File: config.mk
export PLATFORM = sky130hd
export DESIGN_NAME = console_line_discipline_core
export DESIGN_NICKNAME = d
export VERILOG_FILES = /design/src/cld_pkg.sv /design/src/cld_front.sv /design/src/cld_queue.sv /design/src/cld_back.sv /design/src/console_line_discipline_core.sv
export VERILOG_INCLUDE_DIRS = /design/src /design/src/src
export SDC_FILE = /design/constraint.sdc
export NUM_CORES = 1
export LEC_CHECK = 0
export ABC_AREA = 1
export BUFFER_PORTS_ARGS = -buffer_cell sky130_fd_sc_hd__buf_2
export CAP_MARGIN = 30
export CORE_MARGIN = 3
export CORE_UTILIZATION = 32
export DETAILED_ROUTE_END_ITERATION = 8
export PLACE_DENSITY = 0.46
export REMOVE_ABC_BUFFERS = 1
export SKIP_LAST_GASP = 1
export SLEW_MARGIN = 20
export SYNTH_ARGS = -nofsm -noshare
export SYNTH_HDL_FRONTEND = slang
export SYNTH_SLANG_ARGS = --single-unit
File: constraint.sdc
create_clock -name clk -period 12.75 [get_ports clk]
set_input_delay 2.55 -clock clk [delete_from_list [all_inputs] [get_ports clk]]
set_output_delay 2.55 -clock clk [all_outputs]
set_load 0.005 [all_outputs]
File: src/console_line_discipline_core_macros.svh
// assertion macros shared by the console line discipline modules
// each expects clk and arst_n in scope
`ifndef CONSOLE_LINE_DISCIPLINE_CORE_MACROS_SVH
`define CONSOLE_LINE_DISCIPLINE_CORE_MACROS_SVH

// condition must never hold outside reset
`define CLD_ASSERT_NEVER(label, cond, msg) \
	label: assert property (@(posedge clk) disable iff (!arst_n) !(cond)) else $error(msg);

// antecedent implies consequent in the same cycle
`define CLD_ASSERT_IMPL(label, ante, cons, msg) \
	label: assert property (@(posedge clk) disable iff (!arst_n) (ante) |-> (cons)) \
		else $error(msg);

`endif

File: src/cld_pkg.sv
`default_nettype none

package cld_pkg;

	// line length cap and derived limit clamp
	localparam int MAX_LINE = 128;
	localparam logic [7:0] LIMIT_CAP = 8'((MAX_LINE < 255) ? MAX_LINE : 255);

	// default depth of the queue between front and back
	localparam int QUEUE_DEPTH = 4;

	// most results that one item can cause
	localparam int MAX_RES = 3;

	// character codes
	localparam logic [7:0] CH_CR  = 8'h0D;
	localparam logic [7:0] CH_LF  = 8'h0A;
	localparam logic [7:0] CH_BS  = 8'h08;
	localparam logic [7:0] CH_DEL = 8'h7F;
	localparam logic [7:0] CH_SP  = 8'h20;
	localparam logic [7:0] CH_NUL = 8'h00;

	typedef enum logic {
		MODE_START = 1'b0,
		MODE_CHAR  = 1'b1
	} mode_t;

	typedef enum logic [1:0] {
		KIND_TX    = 2'd0,
		KIND_STORE = 2'd1,
		KIND_DONE  = 2'd2
	} kind_t;

	typedef enum logic [2:0] {
		CFG_WRITE_MODE  = 3'd0,
		CFG_CRLF_ON     = 3'd1,
		CFG_LINE_MODE   = 3'd2,
		CFG_ECHO_ON     = 3'd3,
		CFG_READLINE_ON = 3'd4,
		CFG_MAX_LENGTH  = 3'd5
	} cfg_idx_t;

	typedef struct packed {
		mode_t      mode;
		logic [7:0] char_in;
	} src_item_t;

	typedef struct packed {
		kind_t      kind;
		logic [7:0] out_byte;
		logic [7:0] position;
		logic       last;
	} res_item_t;

	// one queue entry: the results of one input item
	typedef struct packed {
		logic [1:0]                num;
		res_item_t [MAX_RES-1:0]   res;
	} cld_entry_t;

	// queue status seen by front and back
	typedef struct packed {
		logic empty;
		logic full;
	} q_status_t;

	function automatic res_item_t mk_res(kind_t kind, logic [7:0] b, logic [7:0] pos);
		res_item_t r;
		r.kind     = kind;
		r.out_byte = b;
		r.position = pos;
		r.last     = 1'b0;
		return r;
	endfunction

endpackage

`default_nettype wire

File: src/cld_front.sv
`default_nettype none

module cld_front (
	input  wire logic                 clk,
	input  wire logic                 arst_n,
	input  wire logic                 cfg_we,
	input  wire logic [2:0]           cfg_index,
	input  wire logic [7:0]           cfg_data,
	input  wire logic                 src_valid,
	output logic                      src_stall,
	input  wire cld_pkg::src_item_t   src_item,
	input  wire cld_pkg::q_status_t   q_status,
	output logic                      push,
	output cld_pkg::cld_entry_t       push_entry
);
	import cld_pkg::*;

	logic       write_mode_q, crlf_on_q, line_mode_q, echo_on_q, readline_on_q;
	logic [7:0] max_length_q;
	logic [7:0] count_q, cnt_d;
	logic       active_q, act_d;
	logic [7:0] lim, cnt_inc, ch;
	logic [1:0] n;
	res_item_t [MAX_RES-1:0] res;
	logic       accept;

	// configuration registers
	always_ff @(posedge clk or negedge arst_n) begin
		if (!arst_n) begin
			write_mode_q  <= 1'b0;
			crlf_on_q     <= 1'b1;
			line_mode_q   <= 1'b1;
			echo_on_q     <= 1'b0;
			readline_on_q <= 1'b0;
			max_length_q  <= 8'd80;
		end else if (cfg_we) begin
			case (cfg_idx_t'(cfg_index))
				CFG_WRITE_MODE:  write_mode_q  <= cfg_data[0];
				CFG_CRLF_ON:     crlf_on_q     <= cfg_data[0];
				CFG_LINE_MODE:   line_mode_q   <= cfg_data[0];
				CFG_ECHO_ON:     echo_on_q     <= cfg_data[0];
				CFG_READLINE_ON: readline_on_q <= cfg_data[0];
				CFG_MAX_LENGTH:  max_length_q  <= cfg_data;
				default: ;
			endcase
		end
	end

	// effective limit
	assign lim = (max_length_q > LIMIT_CAP) ? LIMIT_CAP : max_length_q;

	assign src_stall = q_status.full;
	assign accept    = src_valid && !src_stall;
	assign ch        = src_item.char_in;
	assign cnt_inc   = count_q + 8'd1;

	// classify the item and build its result list
	always_comb begin
		cnt_d = count_q;
		act_d = active_q;
		n     = 2'd0;
		for (int i = 0; i < MAX_RES; i++) begin
			res[i] = mk_res(KIND_TX, CH_NUL, 8'h00);
		end
		if (src_item.mode == MODE_START) begin
			cnt_d = 8'h00;
			act_d = 1'b1;
			if (lim == 8'h00 && (write_mode_q || !readline_on_q)) begin
				res[n] = mk_res(KIND_DONE, CH_NUL, 8'h00);
				n = n + 2'd1;
				act_d = 1'b0;
			end
		end else if (active_q) begin
			if (write_mode_q) begin
				if (line_mode_q && ch == CH_NUL) begin
					res[n] = mk_res(KIND_DONE, CH_NUL, count_q);
					n = n + 2'd1;
					act_d = 1'b0;
				end else begin
					cnt_d = cnt_inc;
					if (crlf_on_q && ch == CH_LF) begin
						res[n] = mk_res(KIND_TX, CH_CR, 8'h00);
						n = n + 2'd1;
					end
					res[n] = mk_res(KIND_TX, ch, 8'h00);
					n = n + 2'd1;
					if (cnt_inc >= lim) begin
						res[n] = mk_res(KIND_DONE, CH_NUL, cnt_inc);
						n = n + 2'd1;
						act_d = 1'b0;
					end
				end
			end else if (readline_on_q && (ch == CH_BS || ch == CH_DEL)) begin
				// erase sequence
				if (count_q != 8'h00) begin
					cnt_d  = count_q - 8'd1;
					res[0] = mk_res(KIND_TX, CH_BS, 8'h00);
					res[1] = mk_res(KIND_TX, CH_SP, 8'h00);
					res[2] = mk_res(KIND_TX, CH_BS, 8'h00);
					n = 2'd3;
				end
			end else if (line_mode_q && (ch == CH_CR || ch == CH_LF)) begin
				if (count_q < lim) begin
					res[n] = mk_res(KIND_STORE, CH_NUL, count_q);
					n = n + 2'd1;
				end
				res[n] = mk_res(KIND_DONE, CH_NUL, count_q);
				n = n + 2'd1;
				act_d = 1'b0;
			end else begin
				if (echo_on_q) begin
					res[n] = mk_res(KIND_TX, ch, 8'h00);
					n = n + 2'd1;
				end
				if (!(readline_on_q && count_q >= lim)) begin
					res[n] = mk_res(KIND_STORE, ch, count_q);
					n = n + 2'd1;
					cnt_d = cnt_inc;
				end
				if (!readline_on_q && cnt_d >= lim) begin
					res[n] = mk_res(KIND_DONE, CH_NUL, cnt_d);
					n = n + 2'd1;
					act_d = 1'b0;
				end
			end
		end
		// mark the final result of this item
		if (n != 2'd0) begin
			res[n - 2'd1].last = 1'b1;
		end
	end

	// session state
	always_ff @(posedge clk or negedge arst_n) begin
		if (!arst_n) begin
			count_q  <= 8'h00;
			active_q <= 1'b0;
		end else if (accept) begin
			count_q  <= cnt_d;
			active_q <= act_d;
		end
	end

	assign push           = accept && (n != 2'd0);
	assign push_entry.num = n;
	assign push_entry.res = res;

endmodule

`default_nettype wire

File: src/cld_queue.sv
`default_nettype none

module cld_queue #(
	parameter int DEPTH = cld_pkg::QUEUE_DEPTH
) (
	input  wire logic                 clk,
	input  wire logic                 arst_n,
	input  wire logic                 push,
	input  wire cld_pkg::cld_entry_t  push_entry,
	input  wire logic                 pop,
	output cld_pkg::cld_entry_t       head,
	output cld_pkg::q_status_t        q_status
);
	import cld_pkg::*;

	localparam int PW = (DEPTH > 1) ? $clog2(DEPTH) : 1;
	localparam int OW = $clog2(DEPTH + 1);
	localparam logic [PW-1:0] LAST_PTR = PW'(DEPTH - 1);
	localparam logic [OW-1:0] FULL_OCC = OW'(DEPTH);

	cld_entry_t        mem_q [DEPTH];
	logic [PW-1:0]     wr_ptr_q, rd_ptr_q;
	logic [OW-1:0]     occ_q;

	// entry storage
	always_ff @(posedge clk) begin
		if (push) begin
			mem_q[wr_ptr_q] <= push_entry;
		end
	end

	// pointers and occupancy
	always_ff @(posedge clk or negedge arst_n) begin
		if (!arst_n) begin
			wr_ptr_q <= '0;
			rd_ptr_q <= '0;
			occ_q    <= '0;
		end else begin
			if (push) begin
				wr_ptr_q <= (wr_ptr_q == LAST_PTR) ? '0 : wr_ptr_q + PW'(1);
			end
			if (pop) begin
				rd_ptr_q <= (rd_ptr_q == LAST_PTR) ? '0 : rd_ptr_q + PW'(1);
			end
			if (push && !pop) begin
				occ_q <= occ_q + OW'(1);
			end else if (pop && !push) begin
				occ_q <= occ_q - OW'(1);
			end
		end
	end

	assign head           = mem_q[rd_ptr_q];
	assign q_status.empty = (occ_q == '0);
	assign q_status.full  = (occ_q == FULL_OCC);

`include "console_line_discipline_core_macros.svh"

	`CLD_ASSERT_NEVER(a_no_push_full, push && q_status.full, "push into full queue")
	`CLD_ASSERT_IMPL(a_pop_nonempty, pop, !q_status.empty, "pop from empty queue")
	`CLD_ASSERT_IMPL(a_push_has_res, push, push_entry.num != 2'd0, "empty entry pushed")

endmodule

`default_nettype wire

File: src/cld_back.sv
`default_nettype none

module cld_back (
	input  wire logic                 clk,
	input  wire logic                 arst_n,
	input  wire cld_pkg::cld_entry_t  head,
	input  wire cld_pkg::q_status_t   q_status,
	output logic                      pop,
	output logic                      res_valid,
	input  wire logic                 res_stall,
	output cld_pkg::res_item_t        res_item
);
	import cld_pkg::*;

	logic [1:0] idx_q;
	logic       valid_q;
	res_item_t  item_q;
	logic       load;
	logic       at_end;
	res_item_t  cur;

	assign cur    = head.res[idx_q];
	assign load   = !q_status.empty && (!valid_q || !res_stall);
	assign at_end = (idx_q == head.num - 2'd1);
	assign pop    = load && at_end;

	// result index within the head entry
	always_ff @(posedge clk or negedge arst_n) begin
		if (!arst_n) begin
			idx_q <= 2'd0;
		end else if (load) begin
			idx_q <= at_end ? 2'd0 : idx_q + 2'd1;
		end
	end

	// output register valid
	always_ff @(posedge clk or negedge arst_n) begin
		if (!arst_n) begin
			valid_q <= 1'b0;
		end else if (load) begin
			valid_q <= 1'b1;
		end else if (!res_stall) begin
			valid_q <= 1'b0;
		end
	end

	// output register payload
	always_ff @(posedge clk) begin
		if (load) begin
			item_q <= cur;
		end
	end

	assign res_valid = valid_q;
	assign res_item  = item_q;

`include "console_line_discipline_core_macros.svh"

	`CLD_ASSERT_IMPL(a_idx_in_entry, !q_status.empty, idx_q < head.num, "index past entry")
	`CLD_ASSERT_IMPL(a_pop_on_last, pop, cur.last, "entry retired before its last beat")
	`CLD_ASSERT_IMPL(a_last_ends_entry, load && cur.last, at_end, "last beat inside entry")

endmodule

`default_nettype wire

File: src/console_line_discipline_core.sv
`default_nettype none

// Console character engine. A start beat (mode 0) clears the count and arms a
// session; character beats then either go to transmit (write mode, with CR before
// LF when enabled) or are stored and optionally echoed (read mode, with BS/DEL
// editing in readline mode), and a finished result carries the final count. The
// front classifies one input beat per cycle and writes its one to three results
// as one entry into a small queue; the back has a single result port and hands
// out one result per cycle, while the receiver does not stall, from an output
// register. Items that cause no result put no entry into the queue, and the front
// takes new beats while the back still hands out earlier results. The front stalls only when the queue is full.
module console_line_discipline_core #(
	parameter int Q_DEPTH = cld_pkg::QUEUE_DEPTH
) (
	input  wire logic                clk,
	input  wire logic                arst_n,
	input  wire logic                cfg_we,
	input  wire logic [2:0]          cfg_index,
	input  wire logic [7:0]          cfg_data,
	input  wire logic                src_valid,
	output logic                     src_stall,
	input  wire cld_pkg::src_item_t  src_item,
	output logic                     res_valid,
	input  wire logic                res_stall,
	output cld_pkg::res_item_t       res_item
);
	import cld_pkg::*;

	logic       push, pop;
	cld_entry_t push_entry, head;
	q_status_t  q_status;

	cld_front u_front (
		.clk        (clk),
		.arst_n     (arst_n),
		.cfg_we     (cfg_we),
		.cfg_index  (cfg_index),
		.cfg_data   (cfg_data),
		.src_valid  (src_valid),
		.src_stall  (src_stall),
		.src_item   (src_item),
		.q_status   (q_status),
		.push       (push),
		.push_entry (push_entry)
	);

	cld_queue #(
		.DEPTH (Q_DEPTH)
	) u_queue (
		.clk        (clk),
		.arst_n     (arst_n),
		.push       (push),
		.push_entry (push_entry),
		.pop        (pop),
		.head       (head),
		.q_status   (q_status)
	);

	cld_back u_back (
		.clk       (clk),
		.arst_n    (arst_n),
		.head      (head),
		.q_status  (q_status),
		.pop       (pop),
		.res_valid (res_valid),
		.res_stall (res_stall),
		.res_item  (res_item)
	);

endmodule

`default_nettype wire

==> results by group, run 1 <==
Status
  • Status: completed

Clock tree
  • H-Tree Level Count: 1
  • Worst skew pair latency: 0.55 ns
  • Setup bufs post-CTS: 0
  • Post-CTS Hold Buffers: 0
  • CTS Buffer Depth: 3
  • Post-CTS Resized: 0
  • CTS Buf Count: 30
  • CTS tree: built
  • Root buffer cell: clkbuf_16
  • Clock transition at path regs: 0.06 ns
  • Clock sinks: 255

Synth
  • Mux contribution to synthesized area: 0.00650
  • Largest area contributor in the netlist: edfxtp_1
  • Compound-Gate Fraction of Synth Area: 0.129
  • Top cells by area, synth: edfxtp_1 55%, dfrtp_1 5.8%, o21ai_0 5.4%, nand2_1 5.0%, nor2_1 5.0%
  • EDFF count, synth: 223
  • Largest family of logic cells by synthesized area: simple AND/OR/NAND/NOR gates
  • List of most frequent post-synthesis cells: 223 x edfxtp_1, 163 x nand2_1, 161 x nor2_1
  • Synth Area in XOR/XNOR: 0.0123
  • Most common cell in the netlist: edfxtp_1
  • Post-Synth Simple-Gate Area: 0.146
  • Count of different cell masters after synthesis: 47
  • Share of the synthesized area in the top cell type: 0.552
  • Sequential element share of the synthesized area: 0.619
  • Mapped Area: 12100 um^2
  • Synth Area in Adders: 0.0419
  • Yosys warnings: 0
  • Post-Syn Instances: 1151
  • Ys async rst share: 0.125
  • Top_reg_cell synth: edfxtp_1
  • Flops & latches, synth: 255
  • Synth Area per Inst: 10.5 um^2

Finish
  • Fraction of layout cells with a size suffix above 1: 0.126
  • Final cell count without fillers: 1723
  • Nets: 1261
  • ANT cells: 0
  • Layout area overhead: 15.2%

Timing
  • Final WS setup: 6.63 ns
  • Max Slew Vio Count: 0
  • Worst Tran Pin Value: 0.927 ns
  • Final Setup Violations: 0
  • Final period utilization: 0.480
  • Setup TNS: 0 ns
  • Hold slack: 0.516 ns
  • RSZ-0062 raised after global routing: no
  • Fmax achieved: 0.164 GHz
  • Fin. Hold Viols: 0
  • Clock skew: 0.00927 ns
  • Period minus WS final: 6.12 ns
  • Worst slew margin: 0.382

Power
  • Pwr per Cell Area: 250 nW/um^2
  • Leakage: 5.30 nW
  • Max IR drop VDD: 124 uV

Critical path
  • R2R setup slack: 6.63 ns
  • Worst EP required: 12.93 ns
  • Worst EP arrival: 6.30 ns
  • Critical path's slowest cell: buf_4
  • Max stage delay on crit path: 0.64 ns
  • R2r startpoint: u_front.max_length_q[1]$_DFFE_PN0P_
  • Most common cell on crit path: nand2_1
  • Critical path class: flop to flop
  • Worst flop-to-flop path endpoint: u_queue.mem_q[2][1]$_DFFE_PP_
  • Worst Setup SP: u_front.max_length_q[1]$_DFFE_PN0P_
  • Crit path max fanout: 43
  • Worst setup SP type: flop
  • Reg2reg path depth: 35
  • Endpoint class of the critical path: flop

Global route
  • Initial antenna violation count: 0
  • Vias in the first global route: 8519
  • GRT overflow: 0
  • Largest net degree at the start of global routing: 93
  • Global-route usage over all layers: 0.166
  • First-pass GRT wire length: 52.5 mm

Floorplanning
  • Initial Util: 0.328
  • Core ar.: 37000 um^2
  • Die area: 40300 um^2
  • Die width: 201 um
  • I/O pin total: 46
  • Die Span Y: 201 um
  • # rows: 70

Worst hold path
  • Hold Path Cell Cnt: 2
  • Hold Path Class: flop to flop
  • Hold endpoint: u_front.crlf_on_q$_DFFE_PN1P_
  • Min-delay src: u_front.crlf_on_q$_DFFE_PN1P_

Placed design
  • Dpl ws: 6.67 ns
  • Placer congestion estimate: 0.954
  • Placed Cells: 1664
  • Detail Placement HPWL: 21.2 mm
  • IO buf count: 45

Job
  • Max_cap viols: 0

Routing
  • Vias: 8688
  • Total Wirelength: 34.3 mm
  • DRC Markers: 0
  • Routed Antenna Nets: 0
  • DRT Pass-1 Iters: 5
  • DR vias/cell: 5.04
  • Initial DRC count: 634
  • Drt wl/cell: 19.9 um
==> layer usage <==
layer	wire [um]	GRT usage	share of wire	vias to the layer above
li1	-	-	-	4173
met1	16300	0.241	0.47	4245
met5	0	0	0	-
met2	15500	0.263	0.45	216
met4	912	0.0507	0.027	0
met3	1630	0.0206	0.048	54
==> cell type report <==
type                    instances  area, um^2
clock buffers                  38         802
flip-flops and latches        255        7500
repair buffers                 65         408
inverters                      92         350
clock inverters                17         168
well taps                     504         631
fillers                      3712       23000
multi-input cells             752        4110
==> how the worst max path moves through the flow <==
stage | to | slack (ns) | cells after the start
finish | u_queue.mem_q[2][1]$_DFFE_PP_ | 6.63 | 35
global placement | u_queue.mem_q[2][38]$_DFFE_PP_ | 6.77 | 35
detailed placement | u_queue.mem_q[1][16]$_DFFE_PP_ | 6.67 | 35
floorplan | u_queue.mem_q[3][0]$_DFFE_PP_ | 6.11 | 12
global route | u_queue.mem_q[2][45]$_DFFE_PP_ | 5.97 | 35
CTS | u_queue.mem_q[1][12]$_DFFE_PP_ | 6.63 | 35
==> logic make-up (layout without fill, tap and decap cells) <==
group	count (synthesis)	in the layout
and+or+nand+nor	423	423
AOI/OAI and AO/OA	265	265
DFF	255	255
buffers and inverters	144	212
adders and majority gates	40	40
xor gates and xnor gates	17	17
muxes	7	7
==> where the power goes <==
group          internal (mW)  switching (mW)  total [mW]
logic                  0.450           0.998        1.45
registers               1.11          0.0901        1.20
clock network          0.504           0.340       0.844
==> metrics by stage <==
stage | total power [mW] | util | instance area, um^2
floorplan | 2.11 | - | 11900
global route | 3.75 | 0.378 | 14000
finish | 3.49 | 0.378 | 14000
detailed placement | 2.65 | 0.350 | 12900
CTS | 3.51 | 0.376 | 13900
global placement | 2.65 | 0.350 | 12900
==> flip-flops by register name, summed over array words and instances, names as in the netlist, 2 cells and up <==
register	flops
u_front.count_q	8
u_front.max_length_q	8
u_queue.mem_q	204
u_back.res_item	19
u_queue.wr_ptr_q	2
u_queue.rd_ptr_q	2
u_queue.occ_q	3
u_back.idx_q	2
==> worst max-delay path: cells and delay by family (launching register included) <==
kind | cells | cell delay, ns
adders and majority gates | 2 | 0.62
AOI/OAI and AO/OA | 1 | 0.14
and+or+nand+nor | 26 | 3.35
buffers and inverters | 6 | 1.18
DFF | 1 | 0.39
==> layout by cell type, fill, tap and decap left out, drive strengths merged, types with 16 or more instances in the layout <==
cell / n
o21ai: 132
a21oi: 50
buf: 65
inv: 91
nor2: 164
o22ai: 28
xor2: 16
nand3: 43
dfrtp: 28
clkbuf: 38
nor3: 27
o221ai: 18
nand2: 170
ha: 39
edfxtp: 223
No activity file was read; power rests on OpenSTA's default activity.
==> inputs of run 2 (changes only) <==
Clock period 12.75 ns to 6 ns, I/O delays scaled along.
==> run 2 against run 1 <==
Net effect: count of clock-buffer cells in the layout shrank 2; sequential share of layout area fell by 0.83 points; first-iteration DRC count shrank 1.1%; non-clock buffer count increased by 23; via count is 0.25% higher; hold slack worse by 0.00060 ns; clock skew rose by 0.0053 ns; combinational power is 130% higher; cell area grew 1.6%; largest cell class unchanged; highest routed layer unchanged.
==> results by group, run 2 (synthesis results as in run 1) <==
Power
  • Tot Pwr: 7.40 mW (+110%)
  • Leakage: 5.40 nW (+1.8%)
  • Pwr per Cell Area: 522 nW/um^2 (+110%)
  • Max IR drop VDD: 221 uV (+77%)

Finish
  • Most frequent cells in the layout: 223 x edfxtp_1, 156 x nor2_1, 156 x nand2_1, 128 x o21ai_0, 85 x inv_1
  • Area of the multi-input gates: 4150 um^2 (+1.0%)
  • Finished layout cell area: 14200 um^2 (+1.6%)
  • ANT cells: 0 (unchanged)
  • Max reg flops: 204 (unchanged)
  • Largest Register: u_queue.mem_q
  • Layout area overhead: 17.0%
  • Filler instances: 3669 (-1.2%)
  • Commonest non-fill, non-tap cell in the layout: edfxtp_1
  • Nets: 1283 (+1.7%)
  • Fraction of layout cells with a size suffix above 1: 0.146 (+0.0207)
  • Register Area: 7500 um^2 (unchanged)
  • Final cell count without fillers: 1742 (+1.1%)

Clock tree
  • H-Tree Level Count: 1 (unchanged)
  • Root buffer cell: clkbuf_16
  • CTS Buffer Depth: 3 (unchanged)
  • Clock transition at path regs: 0.06 ns (about the same)
  • Post-CTS Hold Buffers: 0 (unchanged)
  • CTS Buf Count: 29 (-3.3%)
  • Clock sinks: 255 (unchanged)
  • CTS tree: built
  • Worst skew pair latency: 0.55 ns (about the same)

Critical path
  • Worst setup SP type: flop
  • Max stage delay on crit path: 0.41 ns (-0.23 ns)
  • Critical path's slowest cell: fa_1
  • Endpoint class of the critical path: flop
  • Worst EP required: 6.43 ns (-6.50 ns)
  • Crit path max fanout: 8 (-81%)
  • Worst EP arrival: 5.80 ns (-0.50 ns)
  • Most common cell on crit path: nand2_1
  • Critical path class: flop to flop

Placed design
  • Area after DPL: 13200 um^2 (+2.0%)
  • Placer congestion estimate: 0.885 (-7.2%)
  • Detail Placement HPWL: 22.8 mm (+7.7%)
  • IO buf count: 45 (unchanged)
  • Placed Cells: 1683 (+1.1%)
  • Dpl ws: 0.347 ns (-6.33 ns)

Timing
  • Worst slew margin: 0.345 (-0.0368)
  • Final period utilization: 0.896 (+0.416)
  • RSZ-0062 raised after global routing: no
  • Clock skew: 0.0146 ns (+0.00534 ns)
  • Max Slew Vio Count: 0 (unchanged)
  • Fin. Hold Viols: 0 (unchanged)
  • Fmax achieved: 0.186 GHz (+14%)
  • Period minus WS final: 5.37 ns (-0.741 ns)
  • Final WS setup: 0.625 ns (-6.01 ns)
  • Final Setup Violations: 0 (unchanged)
  • Worst Tran Pin Value: 0.982 ns (+0.0553 ns)
  • Hold slack: 0.515 ns (-0.000595 ns)

Floorplanning
  • # rows: 70 (unchanged)
  • I/O pin total: 46 (unchanged)
  • Die area: 40300 um^2 (unchanged)
  • Die Span Y: 201 um (unchanged)
  • Initial Util: 0.328 (unchanged)
  • Core ar.: 37000 um^2 (unchanged)
  • Die width: 201 um (unchanged)

Routing
  • Routed Antenna Nets: 0 (unchanged)
  • DRT Pass-1 Iters: 5 (unchanged)
  • Met1 WL: 16.4 mm (+0.60%)
  • Met2 wire length: 15.6 mm (+0.74%)
  • Total Wirelength: 34.1 mm (-0.37%)
  • Drt wl/cell: 19.6 um (-1.5%)
  • Top sig layer: met4
  • DR vias/cell: 5.00 (-0.84%)
  • WL met3: 1.33 mm (-18%)
  • Vias: 8710 (+0.25%)
  • DRC Markers: 0 (unchanged)
  • Initial DRC count: 627 (-1.1%)

Job
  • Max_cap viols: 0 (unchanged)

Global route
  • Vias in the first global route: 8689 (+2.0%)
  • Global-route usage over all layers: 0.168 (+0.00118)
  • GRT overflow: 0 (unchanged)
  • First-pass GRT wire length: 53.1 mm (+1.3%)
  • Largest net degree at the start of global routing: 91 (-2.2%)
  • Initial antenna violation count: 0 (unchanged)

Worst hold path
  • Hold Path Class: flop to flop

Status
  • Status: completed
==> run 2: metal layers <==
layer	vias to the layer above	GRT usage
met5	-	0
met4	0	0.0494
met3	51	0.0191
met2	174	0.268
met1	4263	0.241
li1	4222	-
==> run 2: power breakdown <==
group / switching [mW] / internal, mW
Combinational: 2.21 / 1.08
Sequential: 0.142 / 2.35
Clock: 0.690 / 0.922
==> run 2: stage by stage <==
stage / setup TNS [ns] / utilization
4_1_cts: 0 / 0.380
6_report: 0 / 0.384
3_5_place_dp: 0 / 0.357
3_3_place_gp: 0 / 0.357
2_1_floorplan: -103.45 / -
5_1_grt: 0 / 0.384
==> run 2: final timing paths <==
kind	to	cells after the start	startpoint	slack, ns
min in group asynchronous	u_back.res_valid$_DFFE_PN0P_	1	arst_n	0.73
min	u_front.line_mode_q$_DFFE_PN1P_	2	u_front.line_mode_q$_DFFE_PN1P_	0.51
max	u_queue.occ_q[1]$_DFFE_PN0P_	33	u_front.max_length_q[1]$_DFFE_PN0P_	0.63
max reg2reg	u_queue.occ_q[1]$_DFFE_PN0P_	33	u_front.max_length_q[1]$_DFFE_PN0P_	0.63
max in group asynchronous	u_queue.rd_ptr_q[0]$_DFFE_PN0P_	1	arst_n	4.74
min reg2reg	u_front.line_mode_q$_DFFE_PN1P_	2	u_front.line_mode_q$_DFFE_PN1P_	0.51
==> run 2: repair_timing <==
action | in CTS | in global routing
buffers inserted | 0 | 7
endpoints found under the setup margin | 0 | 200
gates resized for setup | 0 | 19
==> run 2: final cells by class <==
cell class	instances	share of cell area
flip-flops and latches	255	0.529
multi-input cells	752	0.292
clock buffers	36	0.0530
repair buffers	88	0.0497
well taps	504	0.0445
inverters	92	0.0247
clock inverters	15	0.00688
==> run 2: worst max-delay path, delay by kind of cell, from the launching register on <==
family | cells | cell delay, ns
simple gates | 21 | 2.30
fa+ha+maj | 4 | 1.20
buf+inv | 6 | 0.69
flops | 1 | 0.40
compound gates | 1 | 0.40
mux | 1 | 0.26
